$ cat src/one_shot_event_timer_table_assert.svh
// Assertion macros for the one-shot event timer table.
`ifndef ONE_SHOT_EVENT_TIMER_TABLE_ASSERT_SVH
`define ONE_SHOT_EVENT_TIMER_TABLE_ASSERT_SVH

`ifndef SYNTHESIS

// Check a property on every clock edge outside reset.
`define OSET_ASSERT(lbl, clk, rst_n, prop, msg) \
    lbl: assert property (@(posedge clk) disable iff (!rst_n) (prop)) else $error(msg);

// Check that a condition leads to another one on the following edge.
`define OSET_ASSERT_NEXT(lbl, clk, rst_n, cond, prop, msg) \
    lbl: assert property (@(posedge clk) disable iff (!rst_n) (cond) |=> (prop)) \
        else $error(msg);

`else

`define OSET_ASSERT(lbl, clk, rst_n, prop, msg)
`define OSET_ASSERT_NEXT(lbl, clk, rst_n, cond, prop, msg)

`endif

`endif

$ cat src/oset_pkg.sv
// Shared types and constants of the one-shot event timer table.
package oset_pkg;

    localparam int SLOTS = 16;
    localparam int PW    = $clog2(SLOTS + 1);
    localparam int IW    = (SLOTS > 1) ? $clog2(SLOTS) : 1;

    localparam logic CMD_TICK    = 1'b0;
    localparam logic CMD_ADD     = 1'b1;
    localparam logic STATUS_OK   = 1'b0;
    localparam logic STATUS_FULL = 1'b1;

    // One table entry as held by a cell
    typedef struct packed {
        logic        valid;
        logic [7:0]  event_id;
        logic [31:0] remaining;
    } t_slot;

    localparam t_slot SLOT_EMPTY = '0;

    // Per-cell command from the sequencer
    typedef struct packed {
        logic load;
        logic shift;
        logic dec;
    } t_cell_ctrl;

endpackage

$ cat src/oset_cell.sv
// One cell of the timer table: holds one entry and hands it to its left neighbour.
module oset_cell
    import oset_pkg::*;
(
    input  logic        i_clk,
    input  logic        i_rst_n,
    input  t_cell_ctrl  i_ctrl,
    input  t_slot       i_next,
    input  logic [7:0]  i_add_id,
    input  logic [31:0] i_add_delay,
    output t_slot       o_slot,
    output logic        o_zero
);

    logic        r_valid;
    logic [7:0]  r_event_id;
    logic [31:0] r_remaining;

    // Valid flag: set on append, copy from neighbour on shift
    always_ff @(posedge i_clk) begin
        if (!i_rst_n) begin
            r_valid <= 1'b0;
        end else if (i_ctrl.load) begin
            r_valid <= 1'b1;
        end else if (i_ctrl.shift) begin
            r_valid <= i_next.valid;
        end
    end

    // Entry payload: append, shift left or count down
    always_ff @(posedge i_clk) begin
        if (i_ctrl.load) begin
            r_event_id  <= i_add_id;
            r_remaining <= i_add_delay;
        end else if (i_ctrl.shift) begin
            r_event_id  <= i_next.event_id;
            r_remaining <= i_next.remaining;
        end else if (i_ctrl.dec) begin
            r_remaining <= r_remaining - 32'd1;
        end
    end

    assign o_slot.valid     = r_valid;
    assign o_slot.event_id  = r_event_id;
    assign o_slot.remaining = r_remaining;
    assign o_zero           = (r_remaining == 32'd0);

endmodule

$ cat src/one_shot_event_timer_table.sv
// One-shot event timer table: a row of entry cells with a scanning sequencer.
//
// Input channel (i_in_valid / o_in_ready) takes one word per item: i_cmd selects
// a tick or an add, i_event_id and i_delay_ticks describe the event to add.
// Output channel (o_out_valid / i_out_ready) gives result words; o_last marks
// the final word of an item. i_cfg_we writes the enable bit from i_cfg_wdata.
// An add or a disabled tick gives one word through a response state, which waits
// for room in the output register. An enabled tick walks the row of cells with a
// pointer, one cell per cycle unless stalled: a surviving entry is counted down,
// an expired entry is reported and the cells to its right shift left by one.
// No new item is taken until the response is given or the walk has ended.
// A stalled receiver holds the walk when a result word cannot be placed in the
// output register; nothing is dropped. Reset empties the table, clears the
// tick counter and the enable bit, and drops any result word.
module one_shot_event_timer_table
    import oset_pkg::*;
(
    input  logic        i_clk,
    input  logic        i_rst_n,
    input  logic        i_cfg_we,
    input  logic        i_cfg_wdata,
    input  logic        i_in_valid,
    output logic        o_in_ready,
    input  logic        i_cmd,
    input  logic [7:0]  i_event_id,
    input  logic [31:0] i_delay_ticks,
    output logic        o_out_valid,
    input  logic        i_out_ready,
    output logic        o_fired,
    output logic [7:0]  o_fired_id,
    output logic        o_status,
    output logic [31:0] o_tick_count,
    output logic        o_last
);

    localparam logic [1:0] ST_IDLE = 2'd0;
    localparam logic [1:0] ST_RESP = 2'd1;
    localparam logic [1:0] ST_SCAN = 2'd2;

    logic [1:0]  r_state, n_state;
    logic        r_enable;
    logic [31:0] r_ticks, n_ticks;
    logic [PW-1:0] r_p, n_p;
    logic        r_resp_status, n_resp_status;
    logic        r_pend, n_pend;
    logic [7:0]  r_pend_id, n_pend_id;

    logic        r_ov;
    logic        r_fired;
    logic [7:0]  r_id;
    logic        r_status;
    logic [31:0] r_tick;
    logic        r_last;

    t_slot       w_slot [SLOTS];
    logic        w_zero [SLOTS];
    logic [SLOTS-1:0] w_valid_vec;
    logic [SLOTS-1:0] w_valid_inc;

    logic        w_in_acc;
    logic        w_can_emit;
    logic        w_add_go;
    logic        w_shift_go;
    logic        w_dec_go;
    logic        w_head_valid;
    logic        w_head_zero;
    logic [7:0]  w_head_id;
    logic        w_emit;
    logic        w_e_fired;
    logic [7:0]  w_e_id;
    logic        w_e_status;
    logic        w_e_last;

    assign o_in_ready = (r_state == ST_IDLE);
    assign w_in_acc   = i_in_valid && o_in_ready;
    assign w_can_emit = !r_ov || i_out_ready;
    assign w_add_go   = w_in_acc && (i_cmd == CMD_ADD) && !w_valid_vec[SLOTS-1];

    // Build the row of cells; each takes its right neighbour's entry on shift
    for (genvar i = 0; i < SLOTS; i++) begin : g_cell
        t_cell_ctrl w_ctrl;
        t_slot      w_next;
        logic       w_prev_valid;

        if (i == SLOTS - 1) begin : g_tail
            assign w_next = SLOT_EMPTY;
        end else begin : g_body
            assign w_next = w_slot[i+1];
        end

        if (i == 0) begin : g_head
            assign w_prev_valid = 1'b1;
        end else begin : g_rest
            assign w_prev_valid = w_slot[i-1].valid;
        end

        assign w_ctrl.load  = w_add_go && !w_slot[i].valid && w_prev_valid;
        assign w_ctrl.shift = w_shift_go && (r_p <= PW'(i));
        assign w_ctrl.dec   = w_dec_go && (r_p == PW'(i));
        assign w_valid_vec[i] = w_slot[i].valid;

        oset_cell u_cell (
            .i_clk       (i_clk),
            .i_rst_n     (i_rst_n),
            .i_ctrl      (w_ctrl),
            .i_next      (w_next),
            .i_add_id    (i_event_id),
            .i_add_delay (i_delay_ticks),
            .o_slot      (w_slot[i]),
            .o_zero      (w_zero[i])
        );
    end

    assign w_valid_inc = w_valid_vec + SLOTS'(1);

    // Select the entry under the walk pointer
    always_comb begin
        w_head_valid = 1'b0;
        w_head_zero  = 1'b0;
        w_head_id    = 8'd0;
        if (r_p < PW'(SLOTS)) begin
            w_head_valid = w_slot[r_p[IW-1:0]].valid;
            w_head_zero  = w_zero[r_p[IW-1:0]];
            w_head_id    = w_slot[r_p[IW-1:0]].event_id;
        end
    end

    // Sequencer: accept, answer, walk the table
    always_comb begin
        n_state       = r_state;
        n_ticks       = r_ticks;
        n_p           = r_p;
        n_resp_status = r_resp_status;
        n_pend        = r_pend;
        n_pend_id     = r_pend_id;
        w_shift_go    = 1'b0;
        w_dec_go      = 1'b0;
        w_emit        = 1'b0;
        w_e_fired     = 1'b0;
        w_e_id        = 8'd0;
        w_e_status    = STATUS_OK;
        w_e_last      = 1'b1;
        unique case (r_state)
            ST_IDLE: begin
                if (w_in_acc) begin
                    if (i_cmd == CMD_ADD) begin
                        n_resp_status = w_valid_vec[SLOTS-1] ? STATUS_FULL : STATUS_OK;
                        n_state       = ST_RESP;
                    end else if (r_enable) begin
                        n_ticks = r_ticks + 32'd1;
                        n_p     = '0;
                        n_state = ST_SCAN;
                    end else begin
                        n_resp_status = STATUS_OK;
                        n_state       = ST_RESP;
                    end
                end
            end
            ST_RESP: begin
                if (w_can_emit) begin
                    w_emit     = 1'b1;
                    w_e_status = r_resp_status;
                    n_state    = ST_IDLE;
                end
            end
            ST_SCAN: begin
                if (!w_head_valid) begin
                    // End of table: flush the held event, or an empty word, as the final word
                    if (w_can_emit) begin
                        w_emit    = 1'b1;
                        w_e_fired = r_pend;
                        w_e_id    = r_pend ? r_pend_id : 8'd0;
                        n_pend    = 1'b0;
                        n_state   = ST_IDLE;
                    end
                end else if (w_head_zero) begin
                    // Expired: hold it, release the previous one, close the gap
                    if (!r_pend || w_can_emit) begin
                        w_emit     = r_pend;
                        w_e_fired  = 1'b1;
                        w_e_id     = r_pend_id;
                        w_e_last   = 1'b0;
                        n_pend     = 1'b1;
                        n_pend_id  = w_head_id;
                        w_shift_go = 1'b1;
                    end
                end else begin
                    // Still pending: count down and advance
                    w_dec_go = 1'b1;
                    n_p      = r_p + PW'(1);
                end
            end
            default: begin
                n_state = ST_IDLE;
            end
        endcase
    end

    // Control registers
    always_ff @(posedge i_clk) begin
        if (!i_rst_n) begin
            r_state  <= ST_IDLE;
            r_enable <= 1'b0;
            r_ticks  <= 32'd0;
            r_pend   <= 1'b0;
            r_ov     <= 1'b0;
        end else begin
            r_state <= n_state;
            r_ticks <= n_ticks;
            r_pend  <= n_pend;
            if (i_cfg_we) begin
                r_enable <= i_cfg_wdata;
            end
            if (w_emit) begin
                r_ov <= 1'b1;
            end else if (i_out_ready) begin
                r_ov <= 1'b0;
            end
        end
    end

    // Walk pointer, held status and held event
    always_ff @(posedge i_clk) begin
        if (!i_rst_n) begin
            r_p <= '0;
        end else begin
            r_p <= n_p;
        end
    end

    always_ff @(posedge i_clk) begin
        r_resp_status <= n_resp_status;
        r_pend_id     <= n_pend_id;
    end

    // Output word register
    always_ff @(posedge i_clk) begin
        if (w_emit) begin
            r_fired  <= w_e_fired;
            r_id     <= w_e_id;
            r_status <= w_e_status;
            r_tick   <= r_ticks;
            r_last   <= w_e_last;
        end
    end

    assign o_out_valid  = r_ov;
    assign o_fired      = r_fired;
    assign o_fired_id   = r_id;
    assign o_status     = r_status;
    assign o_tick_count = r_tick;
    assign o_last       = r_last;

`include "one_shot_event_timer_table_assert.svh"

    `OSET_ASSERT(a_valid_prefix, i_clk, i_rst_n,
        (w_valid_vec & w_valid_inc) == '0, "table entries not compacted")
    `OSET_ASSERT(a_idle_no_pend, i_clk, i_rst_n,
        (r_state != ST_IDLE) || !r_pend, "held event left behind after walk")
    `OSET_ASSERT(a_ptr_range, i_clk, i_rst_n,
        r_p <= PW'(SLOTS), "walk pointer out of range")
    `OSET_ASSERT_NEXT(a_end_word, i_clk, i_rst_n,
        (r_state == ST_SCAN) && !w_head_valid && w_can_emit,
        o_out_valid && o_last, "walk ended without final word")

endmodule

$ cat config.mk
export PLATFORM = sky130hd
export DESIGN_NAME = one_shot_event_timer_table
export DESIGN_NICKNAME = d
export VERILOG_FILES = /design/src/oset_pkg.sv /design/src/oset_cell.sv /design/src/one_shot_event_timer_table.sv
export VERILOG_INCLUDE_DIRS = /design/src /design/src/src
export SDC_FILE = /design/constraint.sdc
export NUM_CORES = 2
export LEC_CHECK = 0
export BUFFER_PORTS_ARGS = -buffer_cell sky130_fd_sc_hd__buf_2
export CAP_MARGIN = 20
export CORE_UTILIZATION = 55
export CTS_CLUSTER_DIAMETER = 60
export DETAILED_ROUTE_END_ITERATION = 7
export PLACE_DENSITY_LB_ADDON = 0.08
export SYNTH_ARGS = -nofsm -noshare
export SYNTH_HDL_FRONTEND = slang
export SYNTH_SLANG_ARGS = --single-unit
export TNS_END_PERCENT = 100
$ cat constraint.sdc
create_clock -name i_clk -period 13.4 [get_ports i_clk]
set_input_delay 0.67 -clock i_clk [delete_from_list [all_inputs] [get_ports i_clk]]
set_output_delay 0.67 -clock i_clk [all_outputs]
set_load 0.01 [all_outputs]
Word-level counts from Yosys, hierarchy flattened
Cells that the tools add are included.

word-level totals
  memories kept = 0
  latch bits = 0
  memory bits (writable) = 0
  memory bits (read-only) = 0
  register bits after elaboration = 750
  logic and storage cells = 433
  input port bits = 47
  output and inout port bits = 45

cells by class
  reductions and logical operators = 147
  bitwise gates (word level) = 2
  add/subtract/negate cells = 18
  divide/modulo/power cells = 0
  shift-type cells = 0
  $lt $le $gt $ge = 18
  equal/unequal tests = 26
  muxes and demuxes = 161
  multipliers = 0

operators by type and width
  kind                   count
  $mux 32                48
  $logic_not 32->1       16
  $sub 32x1->32 const B  16
  $mux 8                 37
  $bmux 41 s4            1
  $mux 41                2
  $logic_and 1x1->1      66
  $mux 1                 59
  $reduce_bool 3->1      16
  $eq 5x4->1 const B     8
  $le 5x4->1 const B     8
  $reduce_bool 2->1      19
  $add 32x1->32 const B  1
  $mux 5                 5
  $eq 5x3->1 const B     4
  $le 5x3->1 const B     4
  $logic_not 1->1        18
  $reduce_and 4->1       3
  $eq 5x2->1 const B     2
  $le 5x1->1 const B     2
  $le 5x2->1 const B     2
  $mux 2                 5
  $ne 2x2->1 const B     5
  $pmux 5 s2             1
  18 further kinds       24

Logic depth before layout (Yosys ltp)
  depth in word-level cells = 12
  mapped depth = 13
  depth with buffers taken out = 10

Cells and area by module
Synthesis repeated with hierarchy kept, for this count alone.

second synthesis, totals
  cell total of the unflattened synthesis = 4487
  area total of the unflattened synthesis = 46991.3 µm²

modules (own cells, without submodules)
  module                             area each (µm²)  seq. area each (µm²)  cells an instance  instances
  oset_cell at g_cell[0].u_cell ...  2625.0           1221.2                256                8
  oset_cell at g_cell[2].u_cell ...  2546.2           1221.2                243                7
  one_shot_event_timer_table         5635.4           2402.3                503                1
  oset_cell at g_cell[9].u_cell      2532.4           1221.2                235                1

Least setup slack after synthesis
No wires, ideal clock.

  path type = flip-flop to flip-flop
  start point = register r_p[2]
  end point = register g_cell[13].u_cell.r_remaining[10] (enable)
  path slack = 6.632 ns
  cell stages (with the launch flop) = 11
  required time = 12.867 ns
  path buffers = 2
  arrival time = 6.235 ns
  cell sequence = dfxtp_1 -> clkbuf_1 -> nor2b_1 -> inv_1 -> a41o_1 -> a31o_2 -> and4bb_2 -> buf_2 -> nor3_1 -> nand2_1 -> o311ai_0

between the ends
  cells in the longest elaborated chain, start to end = 10

RTL lines
  what                                         line                                                                  RTL
  start, declared                              one_shot_event_timer_table.sv:43                                      logic [PW-1:0] r_p, n_p;
  start signal, assigned                       one_shot_event_timer_table.sv:227                                     r_p <= n_p;
  $not 4->5 (implied by the code)              one_shot_event_timer_table.sv:122, one_shot_event_timer_table.sv:123
  $bmux 1 s4                                   one_shot_event_timer_table.sv:123                                     w_head_zero = w_zero[r_p[IW-1:0]];
  $mux 1 (implied by the code) (2 in a row)    one_shot_event_timer_table.sv:123
  $mux 1                                       one_shot_event_timer_table.sv:121                                     if (r_p < PW'(SLOTS)) begin
  $mux 1                                       one_shot_event_timer_table.sv:176                                     end else if (w_head_zero) begin
  $mux 1                                       one_shot_event_timer_table.sv:167                                     if (!w_head_valid) begin
  $mux 1                                       one_shot_event_timer_table.sv:143                                     unique case (r_state)
  $logic_and 1x1->1, on equally long branches  one_shot_event_timer_table.sv:99, one_shot_event_timer_table.sv:98
  $reduce_bool 3->1 (no source line) *         n/a
  end signal, assigned                         oset_cell.sv:34                                                       r_remaining <= i_add_delay;
  end signal, assigned                         oset_cell.sv:37                                                       r_remaining <= i_next.remaining;
  end signal, assigned                         oset_cell.sv:39                                                       r_remaining <= r_remaining - 32'd1;
  end, declared                                oset_cell.sv:17                                                       logic [31:0] r_remaining;

Mark *: on every way between the ends. The rest lies on a longest branch, timed or not. The select of a mux whose other input is x is not followed.
A chain may end at the register's enable or synchronous reset.

Worst setup path after layout
  start point = register r_p[2]
  end point = register g_cell[3].u_cell.r_remaining[15] (enable)

between the ends
  cells in the longest elaborated chain, start to end = 10

RTL lines
  what                                         line
  $not 4->5 (implied by the code)              one_shot_event_timer_table.sv:122, one_shot_event_timer_table.sv:123
  $bmux 1 s4                                   one_shot_event_timer_table.sv:123
  $mux 1 (implied by the code) (2 in a row)    one_shot_event_timer_table.sv:123
  $mux 1                                       one_shot_event_timer_table.sv:121
  $mux 1                                       one_shot_event_timer_table.sv:176
  $mux 1                                       one_shot_event_timer_table.sv:167
  $mux 1                                       one_shot_event_timer_table.sv:143
  $logic_and 1x1->1, on equally long branches  one_shot_event_timer_table.sv:99, one_shot_event_timer_table.sv:98
  $reduce_bool 3->1 (no source line) *         n/a
  end signal, assigned                         oset_cell.sv:34
  end signal, assigned                         oset_cell.sv:37
  end signal, assigned                         oset_cell.sv:39
  end, declared                                oset_cell.sv:17

Marked as above.

==> results.md <==
- Maximum vdd drop: between 0.1 and 0.15 mV
- Ys Warns: 0
- Vias/cell: 6.04
- WL/cell: approximately 23 um
- Synthesis-to-layout area growth: 8.81%
- Sw Pwr: 1.14 mW
- Worst skew pair latency: around 0.66 ns
- Share of cells above drive strength 1: 8.40%
- Critical Path Sink Type: register
- Leading area contributor after synthesis: edfxtp_1
- Count of pins over their slew limit: 0
- Register bit count reported by yosys: 750
- Period utilization: 43.5%
- I/O Buffers: 91
- Final worst path period need: 5.83 ns
- Fin Setup TNS: 0 ns
- Final HPWL DP: 97.9 mm
- HP Class: in -> reg
- Total gr overflow: 0
- Max cap viols: 0
- Highest clock rate: ~170 MHz
- Top FF cell, synth: edfxtp_1
- EDFF count, synth: 692
- Max stage delay cell, worst path: a2111o_2
- Clock power frac: a little under half
- Yosys top cell area share: 44.6%
- Sw Share: 22.3%
- Count of final setup violators: 0
- Die ar.: 86000 um2
- Worst hold start: i_rst_n
- Layout Nets: between 4000 and 5000
- Setup bufs post-CTS: 0
- Final hold vios: 0
- Critical path startpoint: r_p[2]$_SDFFE_PN0P_
- Critical path fanouts, max: 46
- Power density over the cells: 101 nW/um2
- Clock skew: 0.0311 ns
- RR Startpoint: r_p[2]$_SDFFE_PN0P_
- Cells after Synth: 4814
- Largest net degree at the start of global routing: 72
- Leakage: about 19 nW
- Critical path arrival: 6.12 ns
- H-Tree Depth: 3
- Initial antenna violation count: 6
- Ys async rst share: 0%
- Initial drt markers: between 3000 and 4000
- Worst-margin pin slew: 1.09 ns
- Post-DRT Antenna Nets: 0
- Post-Syn Nets: 4902
- Die W: between 200 and 300 um
- Mapped Area: between 40000 and 50000 um2
- Crit path cell chain: buf_4 > and3b_1 > nand4_1 > nor4_1 > nor3_1 > nand4bb_1 > a2111o_2 > nand2_1 > a31o_2
- GP Congestion: 0.905
- CP Class: reg -> reg
- Average cell area after synthesis: around 9.7 um2
- Post-cts resize count: 0
- Max Root-Sink Buffers: 3
- Total Routing Usage GR: 31.9%
- Core ar.: 83800 um2
- Power, Total: 5.10 mW
- Clock transition at path regs: 0.06 ns
- Post-synthesis sequential area ratio: 47.0%
- DRC: 0
- RSZ-0062 raised after global routing: false
- Initial Util: 55.6%
- Top post-synthesis cells by area: edfxtp_1 (45%), mux2i_1 (10%), nand2_1 (8.6%)
- Num Clock Sinks: 750
- Outcome: finished clean
- Routed WL: 138 mm
- TritonCTS clock tree: built
- DRT Pass-1 Iters: 6
- Num CTS Buffers: 89
- Post-synthesis cell type count: 85
- CP Data Required Time: approximately 14 ns
- Int Pwr: 3.97 mW
- Nature of the critical path startpoint: register
- I/O pin total: 92
- Row count: around 110
- Vias: 35900
- Largest stage delay, worst path: 1.01 ns
- Sequential share of power: 50.0%
- Die span in y: 293 um
- Comb pwr share: 2.8%
- Clock Tree Root: clkbuf_16
- CTS hold repair buffers: 0
- Global-route wire length before repair: about 210 mm
- Slew margin rel.: 27.2%
- Vias in the first global route: 34800
[path summary, 6_finish.rpt]
| kind | slack (ns) | cells after the start | end |
|---|---|---|---|
| max | 7.57 | 9 | g_cell[3].u_cell.r_remaining[15]$_DFFE_PP_ |
| min | 0.27 | 2 | r_ticks[23]$_SDFFE_PN0P_ |
| max reg2reg | 7.57 | 9 | g_cell[3].u_cell.r_remaining[15]$_DFFE_PP_ |
| min reg2reg | 0.46 | 0 | o_tick_count[31]$_DFFE_PP_ |
[kinds of logic after synthesis]
group	count (synthesis)	synth area share, %
simple gates	2004	19.8
flops	750	47.0
compound gates	671	8.17
mux	512	11.9
xor+xnor	469	8.81
buf+inv	367	3.22
fa+ha+maj	41	1.10
[area by class of cell]
| class | count | area [um2] |
|---|---|---|
| Sequential cell | 750 | 21900 |
| Multi-Input combinational cell | 3697 | 23400 |
| Timing Repair Buffer | 147 | 876 |
| Clock inverter | 51 | 458 |
| Inverter | 55 | 206 |
| Antenna cell | 1 | 2.50 |
| Fill cell | 7080 | 33100 |
| Clock buffer | 111 | 2410 |
| Tap cell | 1134 | 1420 |
[critical path, delay by kind of cell, from the launching register on]
kind,cells,cell delay (ns)
simple gates,6,2.34
compound gates,2,1.78
flops,1,0.67
buf+inv,1,0.61
[flip-flops by register name, indices dropped and copies added (netlist names)]
signal,count
g_cell.u_cell.r_remaining,512
g_cell.u_cell.r_event_id,128
o_tick_count,32
r_ticks,32
g_cell.u_cell.r_valid,16
o_fired_id,8
r_pend_id,8
r_p,5
r_state,2
o_fired,1
o_last,1
o_out_valid,1
o_status,1
r_enable,1
r_pend,1
r_resp_status,1
[routing by layer]
layer / GRT usage (%) / share of wire, % / vias to the layer above
met5: 0 / 0.046 / -
met4: 12.3 / 4.0 / 8
met3: 3.97 / 6.1 / 302
met2: 55.2 / 49 / 1263
met1: 40.7 / 40 / 17200
li1: - / - / 17100
[power groups by stage]
stage | logic (mW) | registers, mW | clock network [mW]
6_report | 0.141 | 2.55 | 2.41
5_1_grt | 0.146 | 2.55 | 2.51
4_1_cts | 0.139 | 2.55 | 2.44
3_5_place_dp | 0.139 | 2.60 | 0
3_3_place_gp | 0.138 | 2.60 | 0
2_1_floorplan | 0.0693 | 2.60 | 0
[placed cells by master (no fill, tap or decap), drive strengths merged, types with 111 or more instances in the layout]
| cell type | count |
|---|---|
| nor4 | 118 |
| xnor2 | 185 |
| nor3 | 155 |
| xor2 | 284 |
| buf | 147 |
| nor2 | 262 |
| mux2i | 464 |
| edfxtp | 692 |
| nand2 | 1069 |
| clkbuf | 111 |
| o21ai | 503 |
[through the flow]
step / util (%) / instance area [um2] / hold WS, ns / setup slack (ns) / std cells
floorplan: - / 46600 / 0.428 / 6.63 / 4814
global placement: 57.1 / 47900 / 0.438 / 7.75 / 5783
detailed placement: 57.1 / 47900 / 0.448 / 7.63 / 5783
CTS: 60.5 / 50700 / 0.248 / 7.57 / 5945
global route: 60.5 / 50700 / 0.274 / 7.33 / 5945
finish: 60.5 / 50700 / 0.274 / 7.57 / 5946
[synthesized netlist by cell type (5+ instances only)]
master	n
nor3_1	154
nor3b_1	26
mux2i_1	464
a221oi_1	5
dfxtp_1	58
o41ai_1	11
xnor2_1	185
nand4_1	32
nand3_1	49
nor4b_1	8
inv_1	52
clkbuf_1	219
buf_2	47
buf_1	36
nor2_1	262
nor2b_1	6
a21oi_1	32
buf_6	8
and3_1	27
and4_1	8
and2_1	26
o211ai_1	11
nand3b_1	32
o21ai_1	68
xor2_1	284
o31ai_1	23
nand2_1	1069
edfxtp_1	692
ha_1	41
or2_2	18
or3_1	62
mux4_2	31
nor4_1	117
o21ai_0	435
a31o_2	10
or4_1	64
nand2b_1	23
a31oi_1	22
mux2_2	16
o31a_1	5
No activity file was read; power rests on OpenSTA's default activity.
